**config.mk**
```make
export PLATFORM = sky130hd
export DESIGN_NAME = rfbt_queue
export DESIGN_NICKNAME = d
export VERILOG_FILES = /design/src/rtl/core/rfbt_pkg.sv /design/src/rtl/core/rfbt_queue.sv
export SDC_FILE = /design/constraint.sdc
export NUM_CORES = 1
export LEC_CHECK = 0
export BUFFER_PORTS_ARGS = -buffer_cell sky130_fd_sc_hd__buf_4
export CORE_MARGIN = 2
export CORE_UTILIZATION = 55
export DETAILED_ROUTE_END_ITERATION = 7
export PLACE_DENSITY = 0.81
export RECOVER_POWER = 100
export SETUP_SLACK_MARGIN = 0.02
export SYNTH_ARGS = -nofsm -noshare
export SYNTH_HDL_FRONTEND = slang
export SYNTH_SLANG_ARGS = --single-unit
```
**constraint.sdc**
```tcl
create_clock -name i_clk -period 7.47 [get_ports i_clk]
set_input_delay 1.494 -clock i_clk [delete_from_list [all_inputs] [get_ports i_clk]]
set_output_delay 1.494 -clock i_clk [all_outputs]
set_load 0.01 [all_outputs]
```
**src/rtl/core/rfbt_pkg.sv**
```systemverilog
// Shared types, widths, register indexes and the quarter-wave cosine table.
package rfbt_pkg;

    localparam int POS_W         = 24;
    localparam int FIT_W         = 40;
    localparam int PIDX_W        = 10;
    localparam int DIMS_W        = 7;
    localparam int SWARM_W       = 11;
    localparam int CNT_W         = 6;
    localparam int CFG_ADDR_W    = 2;
    localparam int CFG_DATA_W    = 11;
    localparam int MAX_PARTICLES = 1024;
    localparam int MAX_DIMS      = 64;
    localparam int QDEPTH        = 8;
    localparam int QPTR_W        = 3;
    localparam int WAVE_W        = 20;
    localparam int OUT_W         = 144;

    localparam logic [CFG_ADDR_W-1:0] CFG_DIMS  = 2'd0;
    localparam logic [CFG_ADDR_W-1:0] CFG_SWARM = 2'd1;

    // One completed particle on its way from the front to the back.
    typedef struct packed {
        logic [PIDX_W-1:0] particle;
        logic [FIT_W-1:0]  fit;
        logic              first;
        logic              done;
        logic              pass_start;
    } t_job;

    // round(655360 * cos(k*pi/32)) for k = 0..16; beyond the quarter it is zero.
    function automatic logic [WAVE_W-1:0] qwave(input logic [4:0] k);
        logic [WAVE_W-1:0] v;
        case (k)
            5'd0:    v = 20'd655360;
            5'd1:    v = 20'd652204;
            5'd2:    v = 20'd642767;
            5'd3:    v = 20'd627140;
            5'd4:    v = 20'd605474;
            5'd5:    v = 20'd577976;
            5'd6:    v = 20'd544912;
            5'd7:    v = 20'd506600;
            5'd8:    v = 20'd463410;
            5'd9:    v = 20'd415756;
            5'd10:   v = 20'd364099;
            5'd11:   v = 20'd308935;
            5'd12:   v = 20'd250795;
            5'd13:   v = 20'd190241;
            5'd14:   v = 20'd127854;
            5'd15:   v = 20'd64237;
            default: v = 20'd0;
        endcase
        return v;
    endfunction

endpackage

```
**src/rtl/core/rfbt_queue.sv**
```systemverilog
// Short queue of completed particles between the front and the back.
module rfbt_queue (
    input  logic                       i_clk,
    input  logic                       i_rst_n,
    input  logic                       i_push,
    input  rfbt_pkg::t_job             i_job,
    input  logic                       i_pop,
    output logic                       o_valid,
    output rfbt_pkg::t_job             o_job,
    output logic [rfbt_pkg::QPTR_W:0]  o_count
);

    rfbt_pkg::t_job                 r_slot [rfbt_pkg::QDEPTH];
    logic [rfbt_pkg::QPTR_W-1:0]    r_wr;
    logic [rfbt_pkg::QPTR_W-1:0]    r_rd;
    logic [rfbt_pkg::QPTR_W:0]      r_count;

    assign o_valid = (r_count != '0);
    assign o_job   = r_slot[r_rd];
    assign o_count = r_count;

    always_ff @(posedge i_clk) begin
        if (i_push) begin
            r_slot[r_wr] <= i_job;
        end
        if (!i_rst_n) begin
            r_wr    <= '0;
            r_rd    <= '0;
            r_count <= '0;
        end else begin
            if (i_push) begin
                r_wr <= r_wr + 3'd1;
            end
            if (i_pop) begin
                r_rd <= r_rd + 3'd1;
            end
            r_count <= r_count + {3'd0, i_push} - {3'd0, i_pop};
        end
    end

endmodule

```
# Yosys cells after proc, flatten, opt, wreduce, memory -nomap -nowiden
# Memories as Yosys holds them, arrays and structs flattened. A register that Yosys moved wholly into a read port is not among the register bits.
# Index checks and enable logic that the tools add are counted.
dict set report word_totals {
  elab_cells 13
  ram_bits 424
  mem_count 1
  inputBits 57
  regBits 10
}
# name depth word_bits read_ports rd_clocked_by_memory_dff write_ports line_no
set mem_list {}
lappend mem_list {r_slot 8 53 1 1 1 rfbt_queue.sv:13} ;# rfbt_pkg::t_job r_slot [rfbt_pkg::QDEPTH];
dict set report classes {
  reduce_logical 1
  n_addsub 4
  mux 4
}
# operator n
set ops {}
lappend ops {{$add 3x1->3 const B} 2}
lappend ops {{$mux 3} 2}
lappend ops {{$add 4x1->4} 1}
lappend ops {{$reduce_bool 4->1} 1}
lappend ops {{$sub 4x1->4} 1}
lappend ops {{$mux 1} 2}

# Logic depth before layout (Yosys ltp)
# Gate-level depths: netlist of run 1.
dict set report depth {
  word_depth 3
  mapped_depth 8
  mapped_depth_nobuf 8
}

# Worst setup path after synthesis of run 1
# No wires, ideal clock.
dict set report synth_path {
  path_kind {input-to-reg}
  startpoint {input port i_push}
  endpoint {memory r_slot[0][0] in the netlist's numbering (enable)}
  setup_ns 0.529
  required_ns 6.941
  path_buffers 0
  t_arrival_ns 5.201
  setup_slack_ns 1.739
  path_stages 2
  path_cell_list {nand2b_1 -> nor3_1}
}
dict set report synth_via {
  elab_chain_len 2
}
# element line_no
set synth_rtl {}
lappend synth_rtl {{from (decl)} rfbt_queue.sv:5} ;# input logic i_push,
lappend synth_rtl {{$mux 1} rfbt_queue.sv:23} ;# if (i_push) begin
lappend synth_rtl {{$mux 1 (not written as such)} rfbt_queue.sv:24} ;# r_slot[r_wr] <= i_job;
lappend synth_rtl {{to (decl)} rfbt_queue.sv:13}
# No other way between the ends.

# Final worst setup path of run 1
dict set report layout_path {
  startpoint {input port i_push}
  endpoint {memory r_slot[6][24] in the netlist's numbering (enable)}
}
# The elaborated chain is that of the path after synthesis.

==> results of run 1 <==
[placed cells by master, fill, tap and decap left out, types with 2 or more instances in the layout]
cell,instances
edfxtp_1,424
mux4_2,98
clkbuf_1,90
clkbuf_16,44
buf_4,40
mux2_1,31
mux2_4,13
clkinv_2,10
dfxtp_1,10
mux2_2,9
clkinv_1,9
mux4_1,8
inv_1,7
ha_1,7
nor2_1,6
and2_0,6
bufinv_16,6
nand2_1,5
nand2b_1,4
mux2i_1,3
nor2b_1,3
xnor2_1,3
dfxtp_4,3
clkinvlp_4,3
nor3_1,2
xor2_1,2
inv_6,2
[state kept, by name (all words and copies together) (netlist names), named ones only]
register,cells
o_count,4
r_slot,424
r_rd,3
r_wr,3
[final cells by class]
cell class | instances | area share (%)
antenna | 1 | 0.0132
clock buffer | 47 | 5.85
clock inverter | 33 | 1.84
inverter | 7 | 0.138
multi-input combinational | 205 | 17.9
sequential | 437 | 68.4
tap | 390 | 2.57
timing repair buffer | 128 | 3.32
[worst reg2reg max path, delay by kind of cell (launching register included)]
family,cells,cell delay [ns]
flip-flops,1,0.45
buffers and inverters,1,1.92
AND/OR/NAND/NOR,2,1.80
[per-layer routing]
layer / track usage [%] / vias to the layer above / part of all wire (%)
li1: - / 3167 / -
met1: 27.1 / 3848 / 41
met3: 4.07 / 42 / 6.3
met4: 5.28 / 0 / 1.9
met2: 33.4 / 254 / 50
met5: 0 / - / 0
[power breakdown]
group	switching, W	internal [W]	total, W
sequential	0.0000400	0.00277	0.00281
combinational	0.000218	0.000215	0.000433
clock	0.000890	0.00130	0.00219
[stage by stage]
step                power [W]  setup WS, ns  util [%]  cells  instance area (sq um)
floorplan             0.00316          1.74         -    680                  16700
global placement      0.00334          3.19      60.5   1167                  18000
detailed placement    0.00336          3.15      60.5   1167                  18000
CTS                   0.00554          2.57      65.4   1247                  19500
global route          0.00561          1.57      63.8   1247                  19000
finish                0.00542          1.94      63.8   1248                  19000
[cell families after synthesis]
kind of cell / after synthesis / synth area share [%]
AO/OA/AOI/OAI: 2 / 0.0747
XOR/XNOR: 5 / 0.262
adder cells (fa/ha/maj): 8 / 0.643
buffers and inverters: 38 / 1.47
flip-flops: 437 / 77.6
multiplexers: 162 / 19.1
AND/OR/NAND/NOR: 28 / 0.859
[final timing paths]
path | from | endpoint | cells after the start
worst max-delay path | i_push | r_slot[6][24] | 4
worst min-delay path | r_rd[1] | register | 2
worst max register to register | r_wr[1] | r_slot[6][24] | 3
worst min register to register | r_rd[1] | register | 2
==> flow_metrics.tcl, run 1 <==
set metrics [dict create \
    numClockSinks 437 \
    synth_top_cells_by_count "edfxtp_1 (424), mux4_2 (98), mux2_4 (40)" \
    regArea_sq_mm 0.0130 \
    synth_async_sr_flop_share_pct 0 \
    crit_path_max_incr_delay_ns 1.91 \
    cellLeakagePower_nw 5.97 \
    dr.first_iter.drc_count 679 \
    yosys-top-cells-area "edfxtp_1 (76%), mux4_2 (13%), mux2_4 (3.6%)" \
    drive_gt1_share_pct 27.1 \
    die_area_sq_mm 0.0318 \
    dr.pass1.iters 5 \
    post_cts_buffers 0 \
    vias_in_the_first_global_route 7854 \
    max-vdd-ir-drop_mv 0.227 \
    violations "max-capacitance violations, max-slew violations" \
    routed_via_density 5.86 \
    cell_by_cell_listing_of_the_critical_path "clkbuf_1 > nand2_1 > nor2_1 > clkbuf_1" \
    holdCritPathClass "register to register" \
    core_footprint_sq_mm 0.0298 \
    global_route.usage.total_pct 19.9 \
    clock_latency_ns 0.55 \
    chip_width_microns 178 \
    fp.dieH_microns 178 \
    synthMostInstantiatedCell "edfxtp_1" \
    grt_max_degree 62 \
    crit_slowest_cell "clkbuf_1" \
    detail_route.wl_per_cell_microns 24.5 \
    totalWireLength_microns 30600 \
    dominantRegCellSynth "edfxtp_1" \
    min_period_ns 5.53 \
    setup.worst_path.start_class "input port" \
    maximum_count_of_clock_buffers_along_a_single_path 3 \
    cp.arrival_ns 5.63 \
    netlist.top_cell.by_area "edfxtp_1" \
    post_synthesis_area_per_instance_sq_um 24.6 \
    final_worst_hold_slack_ns 0.558 \
    synth_seq_area_share_pct 77.6 \
    netlist_instances 680 \
    setup_tns_ns 0 \
    num_vias 7311 \
    timing.final.hold_violations 0 \
    fin_nets 888 \
    gr-total-overflow 0 \
    holdBufCountCts 0 \
    post-synth-top-area-fraction_pct 76.1 \
    mappedNetlistNets 745 \
    multi_input_comb_area_sq_mm 0.00340 \
    drc 0 \
    io_pins 115 \
    cell_class_contributing_the_biggest_share_of_worst_path_delay "buffers and inverters" \
    detailed_place_hpwl_microns 16500 \
    final_setup_violation_count 0 \
    relSlewSlack_pct -107 \
    setup_repair_after_global_routing_missed_its_margin "false" \
    synth-seq-cells 437 \
    row_count 63 \
    worst_path_most_repeated_cell "clkbuf_1" \
    post_route_ant_nets 0 \
    finalCritPeriodShare_pct 74.1 \
    timing.fmax_mhz 181 \
    cts_root_buf "clkbuf_16" \
    htreeDepth 2 \
    timing_worst_setup_path_type "input port to register" \
    post_synth_num_cell_types 25 \
    max_cap_violations 13 \
    run_status "complete, but fails checks" \
    worst-slew-pin-transition_ns 3.11 \
    reg_to_reg_setup_timing_slack_ns 2.85 \
    ys_warn_count 0 \
    floorplan.initialDensity_pct 56.2 \
    power-per-cell-area_mw_per_mm2 285 \
    syn-cell-area_sq_mm 0.0167 \
    numCtsBuffers 44 \
    num-fill-cells 2002 \
    gp_congestion 0.687 \
    worst_clock_skew_ns 0.0231 \
    worst-endpoint-required_ns 7.57 \
    number_of_flops_mapped_to_enable_cells_by_yosys 424 \
    port_buffers 114 \
    cts_resized 0 \
    crit_buf_inv 2 \
    critPathCaptureType "register" \
    areaGrowthSynthToFinish_pct 13.6 \
    antenna_found_initial 1 \
    timing.critical_path.fanout_max 34 \
    global_route_wire_length_before_repair_microns 46500 \
    clk_pin_slew_worst_paths_ns 0.06 \
    tritoncts "built" \
    report.final.slew_viol_count 399 \
]
Note: power is estimated with default switching activity, not from simulation.
==> run 2, diff against run 1 <==
==> constraint.sdc (replaced) <==
create_clock -name i_clk -period 5.25 [get_ports i_clk]
set_input_delay 1.05 -clock i_clk [delete_from_list [all_inputs] [get_ports i_clk]]
set_output_delay 1.05 -clock i_clk [all_outputs]
set_load 0.01 [all_outputs]
==> flow_metrics.tcl, run 2 (same netlist as run 1, synthesis figures left out) <==
set metrics [dict create \
    worst-endpoint-required_ns 5.38 \
    commonest_non_fill_non_tap_cell_in_the_layout "edfxtp_1" \
    cts_resized 0 \
    global_route.usage.total_pct 19.4 \
    report.final.slew_viol_count 236 \
    totalWireLength_microns 29900 \
    detail_route.wl_per_cell_microns 24.1 \
    min_period_ns 4.36 \
    chip_width_microns 178 \
    areaGrowthSynthToFinish_pct 12.6 \
    post_route_ant_nets 0 \
    timing.fmax_mhz 230 \
    num-fill-cells 2054 \
    p_int_w 0.00577 \
    relSlewSlack_pct -101 \
    gr_met2_demand_resource_pct 32.5 \
    tritoncts "built" \
    numCtsBuffers 43 \
    flip_flop_count_of_the_largest_register_after_layout 424 \
    final_cell_area_sq_mm 0.0188 \
    gp_congestion 0.672 \
    groute.layer.met3.usage_pct 3.41 \
    report.power.total_w 0.00730 \
    cellLeakagePower_nw 5.91 \
    clock_latency_ns 0.53 \
    worst_clock_skew_ns 0.0153 \
    antenna_found_initial 2 \
    finalCritPeriodShare_pct 83.0 \
    max-vdd-ir-drop_mv 0.282 \
    dr.first_iter.drc_count 641 \
    timing.final.hold_violations 0 \
    layout_common_cells "edfxtp_1 (424), mux4_2 (98), clkbuf_1 (90), clkbuf_16 (43), buf_4 (43)" \
    cts_root_buf "clkbuf_16" \
    holdCritPathClass "register to register" \
    violations "max-capacitance violations, max-slew violations" \
    cp.arrival_ns 4.48 \
    setup_repair_after_global_routing_missed_its_margin "false" \
    worst-slew-pin-transition_ns 3.00 \
    detailed_place_hpwl_microns 16100 \
    post_cts_buffers 0 \
    io_pins 115 \
    setup.worst_path.start_class "input port" \
    multi_input_comb_area_sq_mm 0.00340 \
    critPathCaptureType "register" \
    power.combinational.fraction_pct 8.5 \
    regArea_sq_mm 0.0130 \
    drc 0 \
    share_clk_of_total_power_pct 36.8 \
    max_cap_violations 9 \
    dp_slack_ns 1.83 \
    fp.dieH_microns 178 \
    final_worst_hold_slack_ns 0.553 \
    met1_global_route_usage_pct 27.1 \
    timing_worst_setup_path_type "input port to register" \
    timing.critical_path.fanout_max 41 \
    run_status "complete, but fails checks" \
    floorplan.initialDensity_pct 56.2 \
    holdBufCountCts 0 \
    sw_ratio_pct 21.0 \
    finalWorstSetupSlack_ns 0.895 \
    numClockSinks 437 \
    placedInstanceArea_sq_mm 0.0181 \
    share_of_power_burned_in_registers_pct 54.7 \
    clk_pin_slew_worst_paths_ns 0.06 \
    largest-register "r_slot" \
    setup_tns_ns 0 \
    vias_in_the_first_global_route 7579 \
    routed_via_density 5.84 \
    htreeDepth 2 \
    num_vias 7252 \
    fin_nets 886 \
    power-per-cell-area_mw_per_mm2 387 \
    final_setup_violation_count 0 \
    row_count 63 \
    busiest_layer "met2" \
    global_route_wire_length_before_repair_microns 45100 \
    drive_gt1_share_pct 26.0 \
    p_sw_w 0.00153 \
    core_footprint_sq_mm 0.0298 \
    die_area_sq_mm 0.0318 \
    dr.pass1.iters 5 \
    maximum_count_of_clock_buffers_along_a_single_path 3 \
    grt_max_degree 57 \
    gr-total-overflow 0 \
    port_buffers 114 \
]
run 2: worst paths after layout:
path	from	end	slack (ns)	depth (start not counted)
max	i_push	r_slot[0][24]	0.89	4
min	r_rd[1]	register	0.55	2
min reg2reg	r_rd[1]	register	0.55	2
max reg2reg	r_wr[2]	r_slot[0][24]	1.36	3
run 2: per-stage QoR:
stage               instances  util, %
floorplan                 680        -
global placement         1166     60.9
detailed placement       1166     60.9
CTS                      1241     65.0
global route             1241     63.2
finish                   1242     63.3
run 2: cell type report:
type | instances | area share [%]
flip-flops and latches | 437 | 69.0
multi-input cells | 205 | 18.0
clock buffers | 60 | 6.10
repair buffers | 127 | 3.77
well taps | 390 | 2.59
clock inverters | 15 | 0.358
inverters | 7 | 0.139
diodes | 1 | 0.0133
run 2: worst max-delay path: stages:
cell and delay [ns]:
clkbuf_1 0.28, nand2b_1 0.18, nor3_1 1.66, clkbuf_2 1.28
run 2: power groups by stage:
stage / Clock, W / Combinational, W / Sequential, W
after floorplan: 0 / 0.000456 / 0.00403
after global placement: 0 / 0.000705 / 0.00406
after detailed placement: 0 / 0.000720 / 0.00406
after CTS: 0.00273 / 0.000723 / 0.00399
after global routing: 0.00286 / 0.000676 / 0.00400
final: 0.00269 / 0.000618 / 0.00399
run 2: layer usage:
metal | vias up | share of wire [%]
met5 | - | 0.043
met4 | 2 | 1.8
met3 | 50 | 5.5
met2 | 215 | 51
met1 | 3822 | 42
li1 | 3163 | -
