==> config.mk <==
export PLATFORM = sky130hd
export DESIGN_NAME = rfbt_front
export DESIGN_NICKNAME = d
export VERILOG_FILES = /design/src/rtl/core/rfbt_pkg.sv /design/src/rtl/core/rfbt_front.sv
export SDC_FILE = /design/constraint.sdc
export NUM_CORES = 2
export LEC_CHECK = 0
export ABC_CLOCK_PERIOD_IN_PS = 8600
export BUFFER_PORTS_ARGS = -buffer_cell sky130_fd_sc_hd__buf_2
export CORE_MARGIN = 10
export CORE_UTILIZATION = 40
export CTS_CLUSTER_DIAMETER = 80
export CTS_CLUSTER_SIZE = 12
export DETAILED_ROUTE_END_ITERATION = 6
export HOLD_SLACK_MARGIN = 0.08
export SYNTH_ARGS = -nofsm -noshare
export SYNTH_HDL_FRONTEND = slang
export SYNTH_SLANG_ARGS = --single-unit
==> constraint.sdc <==
create_clock -name i_clk -period 8.6 [get_ports i_clk]
set_input_delay 1.29 -clock i_clk [delete_from_list [all_inputs] [get_ports i_clk]]
set_output_delay 1.29 -clock i_clk [all_outputs]
set_load 0.05 [all_outputs]
==> src/rtl/core/rfbt_pkg.sv <==
// Shared types, widths, register indexes and the quarter-wave cosine table.
package rfbt_pkg;

    localparam int POS_W         = 24;
    localparam int FIT_W         = 40;
    localparam int PIDX_W        = 10;
    localparam int DIMS_W        = 7;
    localparam int SWARM_W       = 11;
    localparam int CNT_W         = 6;
    localparam int CFG_ADDR_W    = 2;
    localparam int CFG_DATA_W    = 11;
    localparam int MAX_PARTICLES = 1024;
    localparam int MAX_DIMS      = 64;
    localparam int QDEPTH        = 8;
    localparam int QPTR_W        = 3;
    localparam int WAVE_W        = 20;
    localparam int OUT_W         = 144;

    localparam logic [CFG_ADDR_W-1:0] CFG_DIMS  = 2'd0;
    localparam logic [CFG_ADDR_W-1:0] CFG_SWARM = 2'd1;

    // One completed particle on its way from the front to the back.
    typedef struct packed {
        logic [PIDX_W-1:0] particle;
        logic [FIT_W-1:0]  fit;
        logic              first;
        logic              done;
        logic              pass_start;
    } t_job;

    // round(655360 * cos(k*pi/32)) for k = 0..16; beyond the quarter it is zero.
    function automatic logic [WAVE_W-1:0] qwave(input logic [4:0] k);
        logic [WAVE_W-1:0] v;
        case (k)
            5'd0:    v = 20'd655360;
            5'd1:    v = 20'd652204;
            5'd2:    v = 20'd642767;
            5'd3:    v = 20'd627140;
            5'd4:    v = 20'd605474;
            5'd5:    v = 20'd577976;
            5'd6:    v = 20'd544912;
            5'd7:    v = 20'd506600;
            5'd8:    v = 20'd463410;
            5'd9:    v = 20'd415756;
            5'd10:   v = 20'd364099;
            5'd11:   v = 20'd308935;
            5'd12:   v = 20'd250795;
            5'd13:   v = 20'd190241;
            5'd14:   v = 20'd127854;
            5'd15:   v = 20'd64237;
            default: v = 20'd0;
        endcase
        return v;
    endfunction

endpackage

==> src/rtl/core/rfbt_front.sv <==
// Front: per-coordinate Rastrigin term pipeline, accumulation and particle counting.
module rfbt_front (
    input  logic                                i_clk,
    input  logic                                i_rst_n,
    input  logic                                i_s_tvalid,
    output logic                                o_s_tready,
    input  logic [rfbt_pkg::POS_W-1:0]          i_s_tdata,
    input  logic                                i_s_tuser,
    input  logic [rfbt_pkg::DIMS_W-1:0]         i_dims_eff,
    input  logic [rfbt_pkg::SWARM_W-1:0]        i_swarm_eff,
    input  logic [rfbt_pkg::QPTR_W:0]           i_q_count,
    output logic                                o_push,
    output rfbt_pkg::t_job                      o_job
);

    logic accept;

    // Stage 1: magnitude, quadrant fold and table read.
    logic                              r1_valid;
    logic [rfbt_pkg::POS_W-1:0]        r1_mag;
    logic [rfbt_pkg::WAVE_W-1:0]       r1_ti;
    logic [rfbt_pkg::WAVE_W-1:0]       r1_diff;
    logic [9:0]                        r1_t;
    logic                              r1_neg;
    logic                              r1_first;

    // Stage 2: products.
    logic                              r2_valid;
    logic [2*rfbt_pkg::POS_W-1:0]      r2_sq;
    logic [rfbt_pkg::WAVE_W+9:0]       r2_prod;
    logic [rfbt_pkg::WAVE_W-1:0]       r2_ti;
    logic                              r2_neg;
    logic                              r2_first;

    // Stage 3: finished term.
    logic                              r3_valid;
    logic [31:0]                       r3_term;
    logic                              r3_first;

    logic [rfbt_pkg::FIT_W-1:0]        r_term_sum;
    logic [rfbt_pkg::CNT_W-1:0]        r_coord_count;
    logic [rfbt_pkg::PIDX_W-1:0]       r_particle_count;

    logic [rfbt_pkg::POS_W-1:0]        mag;
    logic [1:0]                        quad;
    logic [14:0]                       u;
    logic [4:0]                        k;
    logic [rfbt_pkg::WAVE_W-1:0]       t_lo;
    logic [rfbt_pkg::WAVE_W-1:0]       t_hi;
    logic [rfbt_pkg::WAVE_W+10:0]      prod_rnd;
    logic [rfbt_pkg::WAVE_W-1:0]       quarter;
    logic [2*rfbt_pkg::POS_W:0]        sq_rnd;
    logic [31:0]                       sq_q;
    logic [31:0]                       term;
    logic [rfbt_pkg::FIT_W-1:0]        sum_next;
    logic                              last_coord;
    logic                              pass_end;
    logic [rfbt_pkg::QPTR_W+1:0]       reserved;

    // Room is kept in the queue for every coordinate still in the pipeline.
    assign reserved   = {1'b0, i_q_count} + {4'd0, r1_valid} + {4'd0, r2_valid}
                      + {4'd0, r3_valid};
    assign o_s_tready = (reserved < (rfbt_pkg::QPTR_W+2)'(rfbt_pkg::QDEPTH));
    assign accept     = i_s_tvalid && o_s_tready;

    always_comb begin
        mag  = i_s_tdata[rfbt_pkg::POS_W-1] ? (~i_s_tdata + 24'd1) : i_s_tdata;
        quad = i_s_tdata[15:14];
        u    = quad[0] ? (15'd16384 - {1'b0, i_s_tdata[13:0]}) : {1'b0, i_s_tdata[13:0]};
        k    = u[14:10];
        t_lo = rfbt_pkg::qwave(k);
        t_hi = rfbt_pkg::qwave(k + 5'd1);
    end

    always_comb begin
        prod_rnd = {1'b0, r2_prod} + 31'd512;
        quarter  = r2_ti - prod_rnd[rfbt_pkg::WAVE_W+9:10];
        sq_rnd   = {1'b0, r2_sq} + 49'd32768;
        sq_q     = sq_rnd[47:16];
        if (r2_neg) begin
            term = sq_q + 32'd655360 + {12'd0, quarter};
        end else begin
            term = sq_q + 32'd655360 - {12'd0, quarter};
        end
    end

    always_comb begin
        sum_next   = r_term_sum + {8'd0, r3_term};
        last_coord = ({1'b0, r_coord_count} + 7'd1) >= i_dims_eff;
        pass_end   = ({1'b0, r_particle_count} + 11'd1) >= i_swarm_eff;
    end

    assign o_push          = r3_valid && last_coord;
    assign o_job.particle   = r_particle_count;
    assign o_job.fit        = sum_next;
    assign o_job.first      = r3_first;
    assign o_job.done       = pass_end;
    assign o_job.pass_start = (r_particle_count == '0);

    always_ff @(posedge i_clk) begin
        r1_mag   <= mag;
        r1_ti    <= t_lo;
        r1_diff  <= t_lo - t_hi;
        r1_t     <= u[9:0];
        r1_neg   <= (quad == 2'd1) || (quad == 2'd2);
        r1_first <= i_s_tuser;

        r2_sq    <= r1_mag * r1_mag;
        r2_prod  <= r1_diff * r1_t;
        r2_ti    <= r1_ti;
        r2_neg   <= r1_neg;
        r2_first <= r1_first;

        r3_term  <= term;
        r3_first <= r2_first;

        if (!i_rst_n) begin
            r1_valid         <= 1'b0;
            r2_valid         <= 1'b0;
            r3_valid         <= 1'b0;
            r_term_sum       <= '0;
            r_coord_count    <= '0;
            r_particle_count <= '0;
        end else begin
            r1_valid <= accept;
            r2_valid <= r1_valid;
            r3_valid <= r2_valid;
            if (r3_valid) begin
                if (last_coord) begin
                    r_term_sum    <= '0;
                    r_coord_count <= '0;
                    if (pass_end) begin
                        r_particle_count <= '0;
                    end else begin
                        r_particle_count <= r_particle_count + 10'd1;
                    end
                end else begin
                    r_term_sum    <= sum_next;
                    r_coord_count <= r_coord_count + 6'd1;
                end
            end
        end
    end

endmodule

Yosys cells after proc, flatten, opt, wreduce, memory -nomap -nowiden --
Memories as Yosys holds them, arrays and structs flattened. Index checks and enable logic that the tools add are counted.
Word-level totals: register bits 268, bits in read-only memories 640, bits of input ports 50, output and inout bits 55, word-level logic and storage cells 61, memories 2
Operators by class: add/sub/neg operators 18, multipliers 2, $lt $le $gt $ge 3, equality and inequality tests 2, muxes and demuxes 8, bitwise gates (word level) 1, reduce and logical (&&, ||, !) cells 5
Memory list:
- (name not given) | depth 16, bits a word 20, rd ports 1, clocked after memory_dff 0, wr ports 0, RTL line rfbt_pkg.sv:34 | case (k)
- (name not given) | depth 16, bits a word 20, rd ports 1, clocked after memory_dff 0, wr ports 0, RTL line rfbt_pkg.sv:34
Operator list (number):
- adder 48 x 16 -> 48 bit (second input constant) | 1
- multiplier 24 x 24 -> 48 bit | 1
- adder 40 x 32 -> 40 bit | 1
- 2-to-1 mux 20 bit | 2
- 2-to-1 mux 40 bit | 1
- subtractor 20 bit | 2
- adder 32 x 20 -> 32 bit | 1
- adder 32 x 20 -> 32 bit (second input constant) | 1
- 2-to-1 mux 32 bit | 1
- subtractor 32 x 20 -> 32 bit | 1
- adder 30 x 10 -> 30 bit (second input constant) | 1
- multiplier 20 x 10 -> 30 bit | 1
- adder 24 x 1 -> 24 bit (second input constant) | 1
- NOT 24 bit | 1
- 2-to-1 mux 23 bit | 1
- 2-to-1 mux 15 bit | 1
- subtractor 15 x 14 -> 15 bit (first input constant) | 1
- adder 10 x 1 -> 11 bit (second input constant) | 1
- greater-or-equal comparator 11 bit | 1
- adder 10 x 1 -> 10 bit (second input constant) | 1
- adder 5 x 1 -> 5 bit | 2
- zero test 10 bit | 1
- 2-to-1 mux 10 bit | 1
- adder 6 x 1 -> 7 bit (second input constant) | 1
- other kinds (11) | 12

Logic depth before layout (Yosys ltp) --
An unclocked memory read counts as a cell.
word-level depth 6, depth in mapped cells 29, gate-level depth less buffers 29

Least setup slack after synthesis --
Ideal clock, no wire load.
kind reg2reg, start reg r1_mag[18] (netlist name), end reg r2_sq[47] (netlist name), arrival time 7176 ps, required time 8528 ps, setup slack 1351 ps, cell stages (with the launch flop) 27, path buffers 2, cells stage by stage dfxtp_1 -> clkbuf_1 -> clkbuf_1 -> nand2_1 -> fa_1 -> inv_1 -> fa_1 -> inv_1 -> fa_1 -> fa_1 -> inv_1 -> fa_1 -> fa_1 -> inv_1 -> fa_1 -> inv_1 -> ha_1 -> a21o_1 -> a21o_1 -> a2111oi_0 -> o31ai_1 -> a21oi_1 -> o2111ai_1 -> a2111oi_0 -> o31ai_1 -> a21oi_1 -> xnor2_1
Between the ends: longest elaborated chain between the ends 1
RTL lines:
- from (decl) | RTL line rfbt_front.sv:20 | logic [rfbt_pkg::POS_W-1:0] r1_mag;
- from (signal assigned) | RTL line rfbt_front.sv:101 | r1_mag <= mag;
- multiplier 24 x 24 -> 48 bit | RTL line rfbt_front.sv:108 | r2_sq <= r1_mag * r1_mag;
- to (signal assigned) | RTL line rfbt_front.sv:108
- to (decl) | RTL line rfbt_front.sv:29 | logic [2*rfbt_pkg::POS_W-1:0] r2_sq;
Every way passes these cells. A chain may end at the register's enable or synchronous reset.

Final worst setup path --
start reg r1_mag[16] (netlist name), end reg r2_sq[47] (netlist name)
Same word-level chain as after synthesis.

==> impl_metrics.yaml <==
drt:
  drt_iter0_markers: 1591
  routed.top_layer: "met5"
  drtPass1Iterations: 7
  ant_nets: 0
  met3_length_um: 4310
  met2_length_um: 39200
  drc: 0
  num_vias: 26900
  routed_wl_um: 88500
  wire_per_inst_um: 16.6
  wl_met1_um: 43700
  viasPerCell: 5.04
clock_tree:
  cts_setup_buffers: 0
  tritoncts: "done"
  htreeDepth: 1
  cts_inserted_buffers: 25
  clkSlewWorstSetupHoldPaths_ps: 70
  cts_hold_repair.buffers: 0
  clockBufferDepth: 3
  clock-sinks: 243
  worstSkewPairLatency_ps: 570
  post_cts_resized: 0
  root_buffer: "clkbuf_16"
logic_synthesis:
  synthMuxAreaShare: 0.00255
  ys.flop_type: "dfxtp_1"
  synth_edf_count: 0
  ys_ff_latch: 243
  syn_nets: 5146
  synth_simple_gate_area_share: 0.152
  yosysTopAreaCell: "fa_1"
  yosysUniqueCellTypes: 88
  synth.yosys.warnings: 0
  synth-xor-area-share: 0.0666
  syn_avg_cell_area_um2: 8.88
  yosysSeqAreaShare: 0.132
  synth-compound-area-share: 0.108
  netlist_instances: 4142
  async_flop_share: 0
  synthTopCellsByArea: "fa_1, dfxtp_1, ha_1"
  synth_top_family_by_area: "adder cells"
  netlist_area_um2: 36800
  synthAdderAreaFrac: 0.443
  yosysTopAreaCellShare: 0.315
grt:
  gr-total-overflow: 0
  grt_pass1_vias: 28000
  track_usage: 0.171
  antenna_found_initial: 3
  grt_first_pass_wirelength_um: 148000
  grt_max_degree: 49
layout:
  final_nets: 5160
  regArea_um2: 4860
  drive_gt1_frac: 0.0509
  multi_input_area_um2: 28400
  area_delta_synth_final_pct: 6.46
  n_fill_cell: 9094
  diodes: 0
critical_path:
  end_kind: "flop"
  path_class: "reg -> reg"
  cp_slowest_stage_delay_ps: 1010
  crit_slowest_cell: "dfxtp_1"
  crit_family: "adder cells"
  path_max_fanout: 23
  crit_top_cell: "fa_1"
  path_cells: "nand2_1 -> fa_1 -> inv_1 -> fa_1 -> inv_1 -> fa_1 -> fa_1 -> inv_1 -> fa_1 -> fa_1 -> inv_1 -> fa_1 -> inv_1 -> ha_1 -> a21o_1 -> a21o_1 -> a2111oi_0 -> o31ai_1 -> a21oi_1 -> o2111ai_1 -> a2111oi_0 -> o31ai_1 -> a21oi_1 -> xnor2_1"
  critPathArrivalTime_ps: 8660
  start_kind: "flop"
  critPathRequiredTime_ps: 9100
  worstPathBufferInverterCount: 5
job:
  drv_cap: 0
sta:
  finalSetupViolations: 0
  report.final.slew_viol_count: 0
  skew_ps: 35.1
  final.min_clock_period_ps: 8160
  fin_setup_tns_ps: 0
  period_share: 0.949
  max_freq_mhz: 123
  relSlewSlack: 0.216
  rsz0062_at_grt: "false"
  worstMarginPinSlew_ps: 1170
  finalHoldViolCount: 0
place:
  dpl.hpwl_um: 73900
  io_buffers: 104
  place_congestion: 0.888
floorplanning:
  die_area_um2: 104000
  coreArea_um2: 91400
  ios: 105
  die_w_um: 323
  dieHeight_um: 323
  start_util: 0.402
  row_count: 111
status:
  status: "completed"
worst_hold_path:
  hold_class: "reg -> reg"
==> layout make-up <==
class	instances	area share
clock buffer	27	0.0162
clock inverter	5	0.000959
inverter	772	0.0740
multi-input combinational	2969	0.726
sequential	243	0.124
tap	1186	0.0379
timing repair buffer	145	0.0212
==> kinds of logic after synthesis <==
logic type,after synthesis
AND/OR/NAND/NOR,1141
adder cells (fa/ha/maj),955
buffers and inverters,930
AO/OA/AOI/OAI,589
XOR/XNOR,275
flip-flops,243
multiplexers,9
==> state kept, by name (all words and copies together) (netlist names) <==
register          cells
r2_valid              1
r1_first              1
r2_neg                1
r1_diff              20
r2_prod              21
r2_first              1
r1_valid              1
r2_ti                20
r3_term              32
r_term_sum           40
r_coord_count         6
r3_valid              1
r3_first              1
r1_t                 10
r1_neg                1
r1_ti                20
r2_sq                33
r_particle_count     10
r1_mag               23
==> worst paths after layout <==
path	from	endpoint	slack, ps	cells after the start
worst max register to register	r1_mag[16]	r2_sq[47]	440	24
worst min register to register	r1_ti[9]	r2_ti[9]	320	0
worst max-delay path	r1_mag[16]	r2_sq[47]	440	24
worst min-delay path	r1_ti[9]	r2_ti[9]	320	0
==> cell usage after synthesis, types with 19 or more instances <==
cell      instances
nor2_1          174
dfxtp_1         243
inv_1           770
xor2_1           72
clkbuf_1        144
o21ai_0          88
ha_1            376
a211oi_1         22
a21oi_1         164
a22o_1           24
nand3_1          95
nand2b_1         40
and2_1          212
and3_1           41
nand4_1          28
nand2_1         397
o21a_1           33
o31ai_1          20
o211ai_1         19
xnor2_1         199
fa_1            578
a21o_1           81
nor2b_1          39
nor3_1           53
==> through the flow <==
step	instance area, µm²	util	instances	setup WS, ps	hold WS [ps]
after floorplan	36800	-	4142	1350	310
after global placement	38500	0.421	5315	754	311
after detailed placement	38500	0.421	5315	576	312
after CTS	39200	0.428	5347	554	323
after global routing	39200	0.428	5347	183	330
final	39200	0.428	5347	440	319
==> metal layers <==
metal,vias up,GRT usage
li1,13200,-
met1,13100,0.249
met2,519,0.274
met3,82,0.0224
met4,2,0.0255
met5,-,0
==> cell usage in the layout (no fill, tap or decap), types with 12 or more instances in the layout <==
| cell | n |
|---|---|
| o21ai_0 | 88 |
| xor2_1 | 72 |
| and3_1 | 41 |
| xnor2_1 | 198 |
| a41oi_1 | 16 |
| fa_1 | 578 |
| clkbuf_16 | 25 |
| a21oi_1 | 163 |
| nand2b_1 | 40 |
| nor2b_1 | 39 |
| or3_1 | 13 |
| inv_1 | 770 |
| nor3_1 | 53 |
| o211ai_1 | 19 |
| o21a_1 | 33 |
| buf_2 | 104 |
| nand4_1 | 28 |
| ha_1 | 376 |
| and2_1 | 212 |
| nand3_1 | 95 |
| nand2_1 | 397 |
| a21o_1 | 81 |
| a31oi_1 | 16 |
| buf_4 | 41 |
| a211oi_1 | 22 |
| o31ai_1 | 20 |
| nor2_1 | 174 |
| a22o_1 | 24 |
| a2111oi_0 | 12 |
| dfxtp_1 | 243 |
==> worst register-to-register path, stage by stage, from the launching register on <==
cell and delay, ps:
dfxtp_1 1010, nand2_1 290, fa_1 570, inv_1 50
fa_1 500, inv_1 60, fa_1 500, fa_1 530
inv_1 50, fa_1 480, fa_1 570, inv_1 60
fa_1 530, inv_1 40, ha_1 350, a21o_1 180
a21o_1 170, a2111oi_0 440, o31ai_1 180, a21oi_1 190
o2111ai_1 170, a2111oi_0 610, o31ai_1 220, a21oi_1 230
xnor2_1 130
Power is left out: the tool's default activity adds up to more than one toggle a clock period on the data nets, which glitch-free logic cannot reach.
